<file path="config.mk">
export PLATFORM = sky130hd
export DESIGN_NAME = palette_fade_flash_unit
export DESIGN_NICKNAME = d
export VERILOG_FILES = /design/src/hdl/pff_pkg.sv /design/src/hdl/palette_fade_flash_unit.sv /design/src/hdl/pff_front.sv /design/src/hdl/pff_queue.sv /design/src/hdl/pff_back.sv
export SDC_FILE = /design/constraint.sdc
export NUM_CORES = 2
export LEC_CHECK = 0
export ABC_AREA = 0
export BUFFER_PORTS_ARGS = -buffer_cell sky130_fd_sc_hd__buf_2
export CORE_AREA = 2 2 365 367
export DETAILED_ROUTE_END_ITERATION = 16
export DIE_AREA = 0 0 367 369
export GPL_ROUTABILITY_DRIVEN = 0
export PLACE_DENSITY_LB_ADDON = 0.1
export SLEW_MARGIN = 20
export SYNTH_ARGS = -nofsm -noshare
export SYNTH_HDL_FRONTEND = slang
export SYNTH_SLANG_ARGS = --single-unit
</file>
<file path="constraint.sdc">
create_clock -name clk -period 21.4 [get_ports clk]
set_input_delay 2.14 -clock clk [delete_from_list [all_inputs] [get_ports clk]]
set_output_delay 2.14 -clock clk [all_outputs]
set_load 0.01 [all_outputs]
</file>
<file path="src/hdl/pff_pkg.sv">
package pff_pkg;

    localparam int FRAC_W     = 10;
    localparam int LEVEL_W    = 24;
    localparam int CH_W       = 8;
    localparam int MS_W       = 12;
    localparam int DUR_W      = 16;
    localparam int MODE_W     = 3;
    localparam int FUNC_W     = 2;
    localparam int CFG_IDX_W  = 3;
    localparam int CFG_DATA_W = 16;
    localparam int QUO_W      = MS_W + FRAC_W;

    localparam logic [FUNC_W-1:0] FUNC_COLOUR  = 2'd0;
    localparam logic [FUNC_W-1:0] FUNC_ADVANCE = 2'd1;
    localparam logic [FUNC_W-1:0] FUNC_RESTART = 2'd2;
    localparam logic [FUNC_W-1:0] FUNC_NONE    = 2'd3;

    localparam logic [MODE_W-1:0] MODE_WHITE_IN  = 3'd0;
    localparam logic [MODE_W-1:0] MODE_FADE_IN   = 3'd1;
    localparam logic [MODE_W-1:0] MODE_WHITE_OUT = 3'd2;
    localparam logic [MODE_W-1:0] MODE_FADE_OUT  = 3'd3;
    localparam logic [MODE_W-1:0] MODE_FLASH     = 3'd4;

    localparam logic [CFG_IDX_W-1:0] CFG_MODE        = 3'd0;
    localparam logic [CFG_IDX_W-1:0] CFG_DURATION    = 3'd1;
    localparam logic [CFG_IDX_W-1:0] CFG_FLASH_RED   = 3'd2;
    localparam logic [CFG_IDX_W-1:0] CFG_FLASH_GREEN = 3'd3;
    localparam logic [CFG_IDX_W-1:0] CFG_FLASH_BLUE  = 3'd4;

    localparam logic [DUR_W-1:0] DURATION_RESET = 16'd1000;

    localparam logic signed [LEVEL_W-1:0] LEVEL_ONE        = 24'sd1024;
    localparam logic signed [LEVEL_W-1:0] LEVEL_START_HIGH = 24'sd1536;
    localparam logic signed [LEVEL_W-1:0] LEVEL_START_FOUT = -24'sd3072;
    localparam logic signed [LEVEL_W-1:0] LEVEL_START_FLSH = -24'sd1024;
    localparam logic signed [LEVEL_W-1:0] LEVEL_MAX        = 24'sh7FFFFF;
    localparam logic signed [LEVEL_W-1:0] LEVEL_MIN        = 24'sh800000;

    typedef enum logic [1:0] {
        OP_COLOUR  = 2'd0,
        OP_ADVANCE = 2'd1,
        OP_RESTART = 2'd2
    } op_t;

    typedef struct packed {
        logic [FUNC_W-1:0] func;
        logic [CH_W-1:0]   in_red;
        logic [CH_W-1:0]   in_green;
        logic [CH_W-1:0]   in_blue;
        logic [MS_W-1:0]   frame_ms;
    } pff_in_t;

    typedef struct packed {
        logic [CH_W-1:0] out_red;
        logic [CH_W-1:0] out_green;
        logic [CH_W-1:0] out_blue;
    } pff_out_t;

    typedef struct packed {
        op_t             op;
        logic [CH_W-1:0] red;
        logic [CH_W-1:0] green;
        logic [CH_W-1:0] blue;
        logic [MS_W-1:0] frame_ms;
    } pff_op_t;

    typedef struct packed {
        logic [MODE_W-1:0] mode;
        logic [DUR_W-1:0]  duration_ms;
        logic [CH_W-1:0]   flash_red;
        logic [CH_W-1:0]   flash_green;
        logic [CH_W-1:0]   flash_blue;
    } pff_cfg_t;

    typedef struct packed {
        logic                      busy;
        logic signed [LEVEL_W-1:0] level;
    } pff_status_t;

endpackage

</file>
<file path="src/hdl/palette_fade_flash_unit.sv">
// Palette fade and flash unit. Items enter a small queue as soon as they are
// classified; a colour entry then passes through the back end (operand
// set-up, one 9x24 multiply per channel, blend and clamp into the output
// register) and waits there while the output register stays stalled. An
// advance item goes through the restoring divider that forms the frame
// step one quotient bit per cycle over 22 bits; a restart reloads the level.
// Items with function code 3 are dropped at the front. The queue holds
// QUEUE_DEPTH items; input flows during an advance until the queue is full.
module palette_fade_flash_unit
    import pff_pkg::*;
#(
    parameter int QUEUE_DEPTH = 4
)
(
    input  logic                  clk,
    input  logic                  rst_n,
    input  logic                  cfg_write,
    input  logic [CFG_IDX_W-1:0]  cfg_index,
    input  logic [CFG_DATA_W-1:0] cfg_data,
    input  logic                  in_valid,
    output logic                  in_stall,
    input  pff_in_t               in_item,
    output logic                  out_valid,
    input  logic                  out_stall,
    output pff_out_t              out_item
);

    pff_cfg_t    cfg_reg, cfg_next;
    logic        q_push;
    pff_op_t     q_push_op;
    logic        q_pop;
    logic        q_valid;
    pff_op_t     q_head;
    logic        q_full;
    pff_status_t status;

    always_comb
    begin
        cfg_next = cfg_reg;
        if (cfg_write)
        begin
            case (cfg_index)
                CFG_MODE:        cfg_next.mode        = cfg_data[MODE_W-1:0];
                CFG_DURATION:    cfg_next.duration_ms = cfg_data[DUR_W-1:0];
                CFG_FLASH_RED:   cfg_next.flash_red   = cfg_data[CH_W-1:0];
                CFG_FLASH_GREEN: cfg_next.flash_green = cfg_data[CH_W-1:0];
                CFG_FLASH_BLUE:  cfg_next.flash_blue  = cfg_data[CH_W-1:0];
                default:         cfg_next = cfg_reg;
            endcase
        end
    end

    always_ff @(posedge clk or negedge rst_n)
    begin
        if (!rst_n)
        begin
            cfg_reg.mode        <= MODE_WHITE_IN;
            cfg_reg.duration_ms <= DURATION_RESET;
            cfg_reg.flash_red   <= '0;
            cfg_reg.flash_green <= '0;
            cfg_reg.flash_blue  <= '0;
        end
        else
        begin
            cfg_reg <= cfg_next;
        end
    end

    pff_front u_front (
        .in_item  (in_item),
        .in_valid (in_valid),
        .in_stall (in_stall),
        .q_full   (q_full),
        .push     (q_push),
        .push_op  (q_push_op)
    );

    pff_queue #(
        .DEPTH (QUEUE_DEPTH)
    ) u_queue (
        .clk     (clk),
        .rst_n   (rst_n),
        .push    (q_push),
        .push_op (q_push_op),
        .pop     (q_pop),
        .valid   (q_valid),
        .head    (q_head),
        .full    (q_full)
    );

    pff_back u_back (
        .clk       (clk),
        .rst_n     (rst_n),
        .cfg       (cfg_reg),
        .q_valid   (q_valid),
        .q_head    (q_head),
        .pop       (q_pop),
        .out_valid (out_valid),
        .out_stall (out_stall),
        .out_item  (out_item),
        .status    (status)
    );

    a_drop_none: assert property (@(posedge clk) disable iff (!rst_n)
        (in_valid && !in_stall && in_item.func == FUNC_NONE) |-> !q_push)
        else $error("function code 3 entered the queue");

    a_level_owner: assert property (@(posedge clk) disable iff (!rst_n)
        !$stable(status.level) |-> $past(status.busy))
        else $error("level moved with the back end idle");

    a_out_source: assert property (@(posedge clk) disable iff (!rst_n)
        $rose(out_valid) |-> $past(status.busy))
        else $error("result appeared without back-end work");

endmodule

</file>
<file path="src/hdl/pff_front.sv">
module pff_front
    import pff_pkg::*;
(
    input  pff_in_t in_item,
    input  logic    in_valid,
    output logic    in_stall,
    input  logic    q_full,
    output logic    push,
    output pff_op_t push_op
);

    op_t op;

    always_comb
    begin
        case (in_item.func)
            FUNC_ADVANCE: op = OP_ADVANCE;
            FUNC_RESTART: op = OP_RESTART;
            default:      op = OP_COLOUR;
        endcase
    end

    assign in_stall = q_full;

    // drop items whose function means nothing
    assign push = in_valid && !q_full && (in_item.func != FUNC_NONE);

    assign push_op.op       = op;
    assign push_op.red      = in_item.in_red;
    assign push_op.green    = in_item.in_green;
    assign push_op.blue     = in_item.in_blue;
    assign push_op.frame_ms = in_item.frame_ms;

endmodule

</file>
<file path="src/hdl/pff_queue.sv">
module pff_queue
    import pff_pkg::*;
#(
    parameter int DEPTH = 4
)
(
    input  logic    clk,
    input  logic    rst_n,
    input  logic    push,
    input  pff_op_t push_op,
    input  logic    pop,
    output logic    valid,
    output pff_op_t head,
    output logic    full
);

    localparam int IDX_W = $clog2(DEPTH);
    localparam int CNT_W = $clog2(DEPTH + 1);

    pff_op_t          mem_reg [DEPTH];
    logic [IDX_W-1:0] wr_ptr_reg, wr_ptr_next;
    logic [IDX_W-1:0] rd_ptr_reg, rd_ptr_next;
    logic [CNT_W-1:0] count_reg, count_next;

    assign valid = (count_reg != '0);
    assign full  = (count_reg == CNT_W'(DEPTH));
    assign head  = mem_reg[rd_ptr_reg];

    always_comb
    begin
        wr_ptr_next = wr_ptr_reg;
        rd_ptr_next = rd_ptr_reg;
        count_next  = count_reg;
        if (push)
        begin
            wr_ptr_next = (wr_ptr_reg == IDX_W'(DEPTH - 1)) ? '0 : wr_ptr_reg + 1'b1;
        end
        if (pop)
        begin
            rd_ptr_next = (rd_ptr_reg == IDX_W'(DEPTH - 1)) ? '0 : rd_ptr_reg + 1'b1;
        end
        if (push && !pop)
        begin
            count_next = count_reg + 1'b1;
        end
        else if (pop && !push)
        begin
            count_next = count_reg - 1'b1;
        end
    end

    always_ff @(posedge clk)
    begin
        if (push)
        begin
            mem_reg[wr_ptr_reg] <= push_op;
        end
    end

    always_ff @(posedge clk or negedge rst_n)
    begin
        if (!rst_n)
        begin
            wr_ptr_reg <= '0;
            rd_ptr_reg <= '0;
            count_reg  <= '0;
        end
        else
        begin
            wr_ptr_reg <= wr_ptr_next;
            rd_ptr_reg <= rd_ptr_next;
            count_reg  <= count_next;
        end
    end

endmodule

</file>
<file path="src/hdl/pff_back.sv">
module pff_back
    import pff_pkg::*;
(
    input  logic        clk,
    input  logic        rst_n,
    input  pff_cfg_t    cfg,
    input  logic        q_valid,
    input  pff_op_t     q_head,
    output logic        pop,
    output logic        out_valid,
    input  logic        out_stall,
    output pff_out_t    out_item,
    output pff_status_t status
);

    localparam int CNT_W = $clog2(QUO_W);

    typedef enum logic [4:0] {
        S_IDLE = 5'b00001,
        S_MUL  = 5'b00010,
        S_FIN  = 5'b00100,
        S_DIV  = 5'b01000,
        S_UPD  = 5'b10000
    } state_t;

    typedef enum logic [2:0] {
        K_PASS  = 3'd0,
        K_SAT   = 3'd1,
        K_ZERO  = 3'd2,
        K_WHITE = 3'd3,
        K_FADE  = 3'd4,
        K_FLASH = 3'd5
    } kind_t;

    function automatic logic signed [LEVEL_W-1:0] start_level(input logic [MODE_W-1:0] m);
        logic signed [LEVEL_W-1:0] v;
        case (m)
            MODE_WHITE_IN:  v = LEVEL_START_HIGH;
            MODE_FADE_IN:   v = LEVEL_START_HIGH;
            MODE_WHITE_OUT: v = '0;
            MODE_FADE_OUT:  v = LEVEL_START_FOUT;
            MODE_FLASH:     v = LEVEL_START_FLSH;
            default:        v = '0;
        endcase
        return v;
    endfunction

    state_t                    state_reg, state_next;
    logic signed [LEVEL_W-1:0] level_reg, level_next;
    kind_t                     kind_reg, kind_next;
    logic [LEVEL_W-1:0]        k_reg, k_next;
    logic [CH_W-1:0]           col_reg [3];
    logic [CH_W-1:0]           col_next [3];
    logic signed [33:0]        prod_reg [3];
    logic signed [33:0]        prod_next [3];
    logic [DUR_W-1:0]          rem_reg, rem_next;
    logic [QUO_W-1:0]          quo_reg, quo_next;
    logic [DUR_W-1:0]          den_reg, den_next;
    logic [CNT_W-1:0]          cnt_reg, cnt_next;
    logic                      out_valid_reg, out_valid_next;
    pff_out_t                  out_item_reg, out_item_next;

    logic [CH_W-1:0]           tgt [3];
    logic [CH_W-1:0]           head_col [3];
    kind_t                     kind_cls;
    logic [LEVEL_W-1:0]        k_cls;
    logic [LEVEL_W-1:0]        abs_level;
    logic signed [LEVEL_W-1:0] weight;
    logic signed [8:0]         diff [3];
    logic [CH_W-1:0]           res [3];
    logic signed [34:0]        flash_sum [3];
    logic [DUR_W:0]            shifted;
    logic                      ge;
    logic signed [LEVEL_W:0]   level_sum;
    logic                      level_upd;
    logic signed [LEVEL_W-1:0] level_sat;

    assign tgt[0]      = cfg.flash_red;
    assign tgt[1]      = cfg.flash_green;
    assign tgt[2]      = cfg.flash_blue;
    assign head_col[0] = q_head.red;
    assign head_col[1] = q_head.green;
    assign head_col[2] = q_head.blue;

    assign weight    = LEVEL_ONE - level_reg;
    assign abs_level = level_reg[LEVEL_W-1] ? LEVEL_W'(-level_reg) : LEVEL_W'(level_reg);

    always_comb
    begin
        kind_cls = K_PASS;
        k_cls    = LEVEL_W'(weight);
        case (cfg.mode)
            MODE_WHITE_IN, MODE_WHITE_OUT:
            begin
                if (level_reg > LEVEL_ONE)
                    kind_cls = K_SAT;
                else if (level_reg > 24'sd0)
                    kind_cls = K_WHITE;
            end
            MODE_FADE_IN, MODE_FADE_OUT:
            begin
                if (level_reg > LEVEL_ONE)
                    kind_cls = K_ZERO;
                else if (level_reg > 24'sd0)
                    kind_cls = K_FADE;
            end
            MODE_FLASH:
            begin
                if (level_reg < LEVEL_ONE)
                begin
                    kind_cls = K_FLASH;
                    k_cls    = abs_level;
                end
            end
            default:
            begin
                kind_cls = K_PASS;
            end
        endcase
    end

    always_comb
    begin
        for (int i = 0; i < 3; i++)
        begin
            case (kind_reg)
                K_WHITE: diff[i] = $signed({1'b0, 8'd255 - col_reg[i]});
                K_FLASH: diff[i] = $signed({1'b0, col_reg[i]}) - $signed({1'b0, tgt[i]});
                default: diff[i] = $signed({1'b0, col_reg[i]});
            endcase
            prod_next[i] = diff[i] * $signed({1'b0, k_reg});

            flash_sum[i] = $signed({prod_reg[i][33], prod_reg[i]})
                         + $signed({17'b0, tgt[i], 10'b0});
            case (kind_reg)
                K_SAT:   res[i] = 8'd255;
                K_ZERO:  res[i] = 8'd0;
                K_WHITE: res[i] = 8'd255 - prod_reg[i][17:10];
                K_FADE:  res[i] = prod_reg[i][17:10];
                K_FLASH:
                begin
                    if (flash_sum[i][34])
                        res[i] = 8'd0;
                    else if (|flash_sum[i][33:18])
                        res[i] = 8'd255;
                    else
                        res[i] = flash_sum[i][17:10];
                end
                default: res[i] = col_reg[i];
            endcase
        end
    end

    // one quotient bit per cycle
    assign shifted = {rem_reg, quo_reg[QUO_W-1]};
    assign ge      = (shifted >= {1'b0, den_reg});

    always_comb
    begin
        level_upd = 1'b0;
        level_sum = {level_reg[LEVEL_W-1], level_reg};
        case (cfg.mode)
            MODE_WHITE_IN, MODE_FADE_IN:
            begin
                if (level_reg > 24'sd0)
                begin
                    level_upd = 1'b1;
                    level_sum = {level_reg[LEVEL_W-1], level_reg}
                              - $signed({3'b0, quo_reg});
                end
            end
            MODE_WHITE_OUT, MODE_FADE_OUT:
            begin
                if (level_reg <= LEVEL_ONE)
                begin
                    level_upd = 1'b1;
                    level_sum = {level_reg[LEVEL_W-1], level_reg}
                              + $signed({3'b0, quo_reg});
                end
            end
            MODE_FLASH:
            begin
                if (level_reg < LEVEL_ONE)
                begin
                    level_upd = 1'b1;
                    level_sum = {level_reg[LEVEL_W-1], level_reg}
                              + $signed({3'b0, quo_reg});
                end
            end
            default:
            begin
                level_upd = 1'b0;
            end
        endcase
        if (level_sum[LEVEL_W] != level_sum[LEVEL_W-1])
            level_sat = level_sum[LEVEL_W] ? LEVEL_MIN : LEVEL_MAX;
        else
            level_sat = level_sum[LEVEL_W-1:0];
    end

    always_comb
    begin
        state_next     = state_reg;
        level_next     = level_reg;
        kind_next      = kind_reg;
        k_next         = k_reg;
        col_next       = col_reg;
        rem_next       = rem_reg;
        quo_next       = quo_reg;
        den_next       = den_reg;
        cnt_next       = cnt_reg;
        out_valid_next = out_valid_reg;
        out_item_next  = out_item_reg;
        pop            = 1'b0;

        if (out_valid_reg && !out_stall)
        begin
            out_valid_next = 1'b0;
        end

        case (state_reg)
            S_IDLE:
            begin
                if (q_valid)
                begin
                    pop = 1'b1;
                    case (q_head.op)
                        OP_COLOUR:
                        begin
                            kind_next  = kind_cls;
                            k_next     = k_cls;
                            col_next   = head_col;
                            state_next = S_MUL;
                        end
                        OP_ADVANCE:
                        begin
                            rem_next   = '0;
                            quo_next   = {q_head.frame_ms, {FRAC_W{1'b0}}};
                            den_next   = (cfg.duration_ms == '0) ? DUR_W'(1) : cfg.duration_ms;
                            cnt_next   = CNT_W'(QUO_W - 1);
                            state_next = S_DIV;
                        end
                        OP_RESTART:
                        begin
                            level_next = start_level(cfg.mode);
                        end
                        default:
                        begin
                            state_next = S_IDLE;
                        end
                    endcase
                end
            end
            S_MUL:
            begin
                state_next = S_FIN;
            end
            S_FIN:
            begin
                if (!out_valid_reg || !out_stall)
                begin
                    out_valid_next          = 1'b1;
                    out_item_next.out_red   = res[0];
                    out_item_next.out_green = res[1];
                    out_item_next.out_blue  = res[2];
                    state_next              = S_IDLE;
                end
            end
            S_DIV:
            begin
                rem_next = ge ? DUR_W'(shifted - {1'b0, den_reg}) : DUR_W'(shifted);
                quo_next = {quo_reg[QUO_W-2:0], ge};
                if (cnt_reg == '0)
                    state_next = S_UPD;
                else
                    cnt_next = cnt_reg - 1'b1;
            end
            S_UPD:
            begin
                if (level_upd)
                    level_next = level_sat;
                state_next = S_IDLE;
            end
            default:
            begin
                state_next = S_IDLE;
            end
        endcase
    end

    always_ff @(posedge clk)
    begin
        kind_reg     <= kind_next;
        k_reg        <= k_next;
        col_reg      <= col_next;
        rem_reg      <= rem_next;
        quo_reg      <= quo_next;
        den_reg      <= den_next;
        cnt_reg      <= cnt_next;
        out_item_reg <= out_item_next;
        if (state_reg == S_MUL)
        begin
            prod_reg <= prod_next;
        end
    end

    always_ff @(posedge clk or negedge rst_n)
    begin
        if (!rst_n)
        begin
            state_reg     <= S_IDLE;
            level_reg     <= LEVEL_START_HIGH;
            out_valid_reg <= 1'b0;
        end
        else
        begin
            state_reg     <= state_next;
            level_reg     <= level_next;
            out_valid_reg <= out_valid_next;
        end
    end

    assign out_valid    = out_valid_reg;
    assign out_item     = out_item_reg;
    assign status.busy  = (state_reg != S_IDLE) || pop;
    assign status.level = level_reg;

endmodule
</file>
== After elaboration in Yosys (flattened, before gate mapping) ==
Memory sizes are Yosys's and may differ from the RTL's.
Cells that the tools add are included.

* Reductions and logical operators: 40
* Add/subtract/negate cells: 22
* Equal/unequal tests: 39
* Multipliers: 3
* Magnitude comparators: 5
* Multiplexer cells: 64

{| class="wikitable"
|+ Operators with widths
! operator !! count
|-
| 2-to-1 mux 24 bit || 8
|-
| case mux 8 bit (5 select lines) || 3
|-
| adder 34 x 19 -> 35 bit || 3
|-
| multiplier 9 x 25 -> 34 bit || 3
|-
| 2-to-1 mux 25 bit || 3
|-
| case mux 25 bit (3 select lines) || 1
|-
| case mux 24 bit (3 select lines) || 1
|-
| case mux 9 bit (2 select lines) || 3
|-
| 2-to-1 mux 16 bit || 3
|-
| 2-to-1 mux 8 bit || 6
|-
| case mux 24 bit (2 select lines) || 1
|-
| OR reduction 16 bit || 3
|-
| subtractor 8 bit, first input constant || 6
|-
| 2-to-1 mux 22 bit || 2
|-
| case mux 22 bit (2 select lines) || 1
|-
| case mux 16 bit (2 select lines) || 1
|-
| 2-to-1 mux 5 bit || 6
|-
| subtractor 8 x 8 -> 9 bit || 3
|-
| adder 24 x 23 -> 25 bit || 1
|-
| subtractor 24 x 23 -> 25 bit || 1
|-
| > comparator 24 x 1 -> 1 bit, second input constant || 1
|-
| > comparator 24 x 12 -> 1 bit, second input constant || 1
|-
| less-or-equal comparator 24 x 12 -> 1 bit, second input constant || 1
|-
| < comparator 24 x 12 -> 1 bit, second input constant || 1
|-
| other kinds (46) || 110
|}

* Bits in writable memories: 152
* Memories: 1
* Word-level logic and storage cells: 201
* Output and inout bits: 26
* Flip-flop bits (word level): 316

{| class="wikitable"
|+ Memory list
! memory !! words !! bits a word !! rd ports !! clocked after Yosys merged registers in !! wr ports !! RTL line !! source
|-
| u_queue.mem_reg || 4 || 38 || 1 || 0 || 1 || pff_queue.sv:20 || <nowiki>pff_op_t mem_reg [DEPTH];</nowiki>
|}

== Logic depth before layout (Yosys ltp) ==
* Depth after elaboration: 8
* Depth in mapped cells: 34
* Mapped depth without buffers: 33

== Modules after synthesis ==
A second synthesis with hierarchy kept.

* Cell total of the unflattened synthesis: 4,195
* Area total of the unflattened synthesis: 43,406.6 µm²

{| class="wikitable"
|+ By module, submodules not included
! module !! cells an instance !! seq. area each (µm²) !! instances !! area each (µm²)
|-
| pff_back || 3,823 || 6,940.4 || 1 || 35,502.8
|-
| pff_queue || 236 || 4,739.5 || 1 || 5,947.0
|-
| palette_fade_flash_unit || 95 || 1,083.5 || 1 || 1,647.8
|-
| pff_front || 41 || 0.0 || 1 || 309.0
|}

== Least setup slack after synthesis ==
Ideal clock, no wire load.

* Path kind: register to register
* From: register cfg_reg[17] (netlist bit)
* To: register u_back.prod_reg[98] (netlist bit) (data pin)
* Path buffers: 1
* Cell stages (with the launch flop): 34
* Required time: 21,143 ps
* Clock period less this slack: 7,741 ps
* Setup slack: 13,659 ps
* Data arrival time: 7,484 ps
* Cell sequence: dfrtp_1 -> inv_1 -> ha_1 -> nor2b_1 -> o21ai_0 -> nand2b_1 -> a21o_1 -> a21o_1 -> a21o_1 -> a21oi_1 -> xnor2_1 -> a221oi_1 -> clkbuf_1 -> nand2b_1 -> fa_1 -> fa_1 -> inv_1 -> fa_1 -> fa_1 -> inv_1 -> fa_1 -> inv_1 -> ha_1 -> o21a_1 -> o21ai_0 -> nor3_1 -> a31oi_1 -> nor4_1 -> o2111ai_1 -> a31oi_2 -> a21oi_1 -> o2111ai_1 -> a21o_1 -> xor2_1

{| class="wikitable"
|+ RTL lines
! element !! RTL line !! source
|-
| start: declaration || palette_fade_flash_unit.sv:28 || <nowiki>pff_cfg_t cfg_reg, cfg_next;</nowiki>
|-
| start signal: assignment || palette_fade_flash_unit.sv:65 || <nowiki>cfg_reg <= cfg_next;</nowiki>
|-
| end signal: assignment || pff_back.sv:303 || <nowiki>prod_reg <= prod_next;</nowiki>
|-
| end: declaration || pff_back.sv:54 || <nowiki>logic signed [33:0] prod_reg [3];</nowiki>
|}

==> out/results.ini <==
[timing]
finalHoldViolCount = 0
fmax_mhz = 118
max_slew_margin = 0.285
setup_slack_ps = 12950
worst_slew_pin_slew_ps = 1070
rsz0062_at_grt = no
fin_setup_tns_ps = 0
fin_crit_sh = 0.395
slew_violations = 0
fin_skew_ps = 35.2
hold_ws_ps = 477
min_period_ps = 8450
setup_viol = 0

[clock_tree]
clock_latency_ps = 670
postCtsSetupRepairBufs = 0
post_cts_resized = 0
postCtsHoldBufs = 0
cts_made_buffers = 54
cts-root-buf = clkbuf_16
cts_buffer_depth = 3
clock_sinks = 438
path_clk_slew_ps = 60
cts_tree = done
cts-htree-levels = 2

[detailed_routing]
vias_per_cell = 5.04
wl_per_cell_um = 21.2
vias = 30200
first_pass_iters = 6
ant_nets = 0
finalWirelength_mm = 127
drc = 0
first_iter_violations = 1599

[synth]
synth-edff-count = 358
synthCells = 4165
synth_cell_types = 88
ys.flop_type = edfxtp_1
synth_seq_cells = 438
async_flop_share = 0.183
synth_nets = 5055
ys_warn_count = 0
synth_seq_area_share = 0.297
syn_area_um2 = 43000
synth.avg_cell_area_um2 = 10.3

[setup_path]
r2r-start = u_back.kind_reg[0]
r2r_end = u_back.prod_reg[98]
rrSetupSlack_ps = 12950
ff2ff_path_depth = 28
cp_data_arrival_time_ps = 8850
cpPeakStageDelay_ps = 530
startpoint_type = flop
end_kind = flop
worstSetupPathType = flop to flop
cpMostUsedCell = fa_1
cp-endpoint = u_back.prod_reg[98]
required_ps = 21790
path_max_fanout = 24
startpoint = u_back.kind_reg[0]
cp_slowest_cell = edfxtp_1

[grt]
grt_usage = 0.190
grt_max_degree = 56
grt_first_pass_wirelength_mm = 198
grt_pass1_vias = 32200
overflow = 0
antenna_found_initial = 5

[outcome]
status = finished, final reports clean

[die]
io_pins = 88
dieArea_um2 = 135000
start_util = 0.328
die_y_um = 369
die_w_um = 367
core-area_um2 = 131000
rows = 133

[finish]
syn_to_final_growth_pct = 10.8
fin_nets = 5075
largest_register_ffs = 152
drive_gt1_frac = 0.0983

[placement]
port_buffers = 87
pre_cts_ws_ps = 12920
hpwl_mm = 92.1

[flow_run]
maxCapViolCount = 0

[worst_hold_path]
min_path_type = flop to flop

[cells in the final DEF (no fill, tap or decap), drive strengths merged, types with 35 or more instances in the layout]
| cell | instances |
|---|---|
| ha | 356 |
| xnor2 | 95 |
| fa | 472 |
| inv | 457 |
| nand3 | 35 |
| nand2b | 53 |
| a21o | 63 |
| edfxtp | 358 |
| a21oi | 158 |
| xor2 | 52 |
| o21ai | 155 |
| dfrtp | 71 |
| nor2 | 290 |
| nor2b | 322 |
| nand2 | 375 |
| mux4 | 38 |
| clkbuf | 61 |
| nor3 | 71 |
| buf | 169 |
| and2 | 66 |
[worst min-delay path by stage]
stage                       from                  end  slack, ps  cells after the start
3_5_place_dp         cfg_reg[25]    u_back.den_reg[1]        460                      0
4_1_cts              cfg_reg[36]   u_back.den_reg[12]        480                      0
6_report             cfg_reg[25]    u_back.den_reg[1]        480                      0
2_1_floorplan  u_back.cnt_reg[4]  u_back.state_reg[4]        440                      1
5_1_grt              cfg_reg[36]   u_back.den_reg[12]        490                      0
3_3_place_gp   u_back.cnt_reg[4]  u_back.state_reg[4]        450                      1
[worst max-delay path, delay by kind of cell (launching register included)]
family,cells,cell delay (ps)
adders and majority gates,6,2740
xor gates and xnor gates,1,130
and+or+nand+nor,6,1210
AOI/OAI and AO/OA,9,2430
DFF,1,530
buffers and inverters,6,1120
[cells by family (layout without fill, tap and decap cells)]
group	count (synthesis)	in the layout	share of synthesized area
buffers and inverters	657	722	0.0576
XOR/XNOR	147	147	0.0299
adder cells (fa/ha/maj)	832	832	0.324
multiplexers	91	91	0.0332
other	0	4	0
AO/OA/AOI/OAI	665	665	0.103
flip-flops	438	438	0.297
AND/OR/NAND/NOR	1335	1335	0.155
[layer usage]
metal / up-vias / share of wire / track usage
met3: 135 / 0.030 / 0.0181
met2: 487 / 0.47 / 0.318
met1: 15400 / 0.47 / 0.262
met5: - / 0 / 0
met4: 0 / 0.029 / 0.0524
li1: 14100 / - / -
[area by class of cell]
cell class | count | area [µm²]
clock inverters | 40 | 539
clock buffers | 61 | 1420
inverters | 452 | 1700
flip-flops and latches | 438 | 12800
well taps | 1755 | 2200
multi-input cells | 3070 | 28000
fillers | 13300 | 83500
diodes | 4 | 10.0
repair buffers | 169 | 1050
[per-stage QoR]
| step | utilization | cells | instance area (µm²) |
|---|---|---|---|
| after floorplan | - | 4165 | 43000 |
| after global placement | 0.349 | 5884 | 45700 |
| after detailed placement | 0.349 | 5884 | 45700 |
| after CTS | 0.363 | 5985 | 47700 |
| after global routing | 0.363 | 5985 | 47700 |
| final | 0.364 | 5989 | 47700 |
[cells in the mapped netlist (all sizes together) (7+ instances only)]
| library cell | count | share of area |
|---|---|---|
| a211oi | 13 | 0.0023 |
| buf | 32 | 0.0031 |
| nor4 | 18 | 0.0037 |
| nor2b | 322 | 0.047 |
| a221o | 20 | 0.0047 |
| clkbuf | 173 | 0.015 |
| nand2 | 375 | 0.033 |
| or4 | 7 | 0.0012 |
| o41ai | 11 | 0.0024 |
| nor3 | 71 | 0.0083 |
| o21a | 33 | 0.0058 |
| xnor2 | 95 | 0.019 |
| mux2i | 20 | 0.0047 |
| dfrtp | 71 | 0.041 |
| edfxtp | 358 | 0.25 |
| nor2 | 290 | 0.025 |
| or3 | 14 | 0.0020 |
| a21boi | 18 | 0.0031 |
| o2111ai | 9 | 0.0018 |
| a221oi | 30 | 0.0064 |
| nand2b | 53 | 0.0077 |
| a31oi | 24 | 0.0036 |
| a21oi | 158 | 0.018 |
| mux4 | 38 | 0.020 |
| dfstp | 9 | 0.0055 |
| and2 | 66 | 0.0096 |
| o211ai | 15 | 0.0027 |
| xor2 | 52 | 0.011 |
| fa | 472 | 0.22 |
| ha | 356 | 0.10 |
| o21bai | 19 | 0.0033 |
| inv | 452 | 0.039 |
| o21ai | 155 | 0.018 |
| nand4 | 15 | 0.0022 |
| o221ai | 9 | 0.0018 |
| nor3b | 13 | 0.0023 |
| nand3 | 35 | 0.0041 |
| a21o | 63 | 0.011 |
| or2 | 29 | 0.0042 |
| o22ai | 24 | 0.0035 |
| mux2 | 33 | 0.0086 |
Power is left out: the tool's default activity adds up to more than one toggle a clock period on the data nets, which glitch-free logic cannot reach.
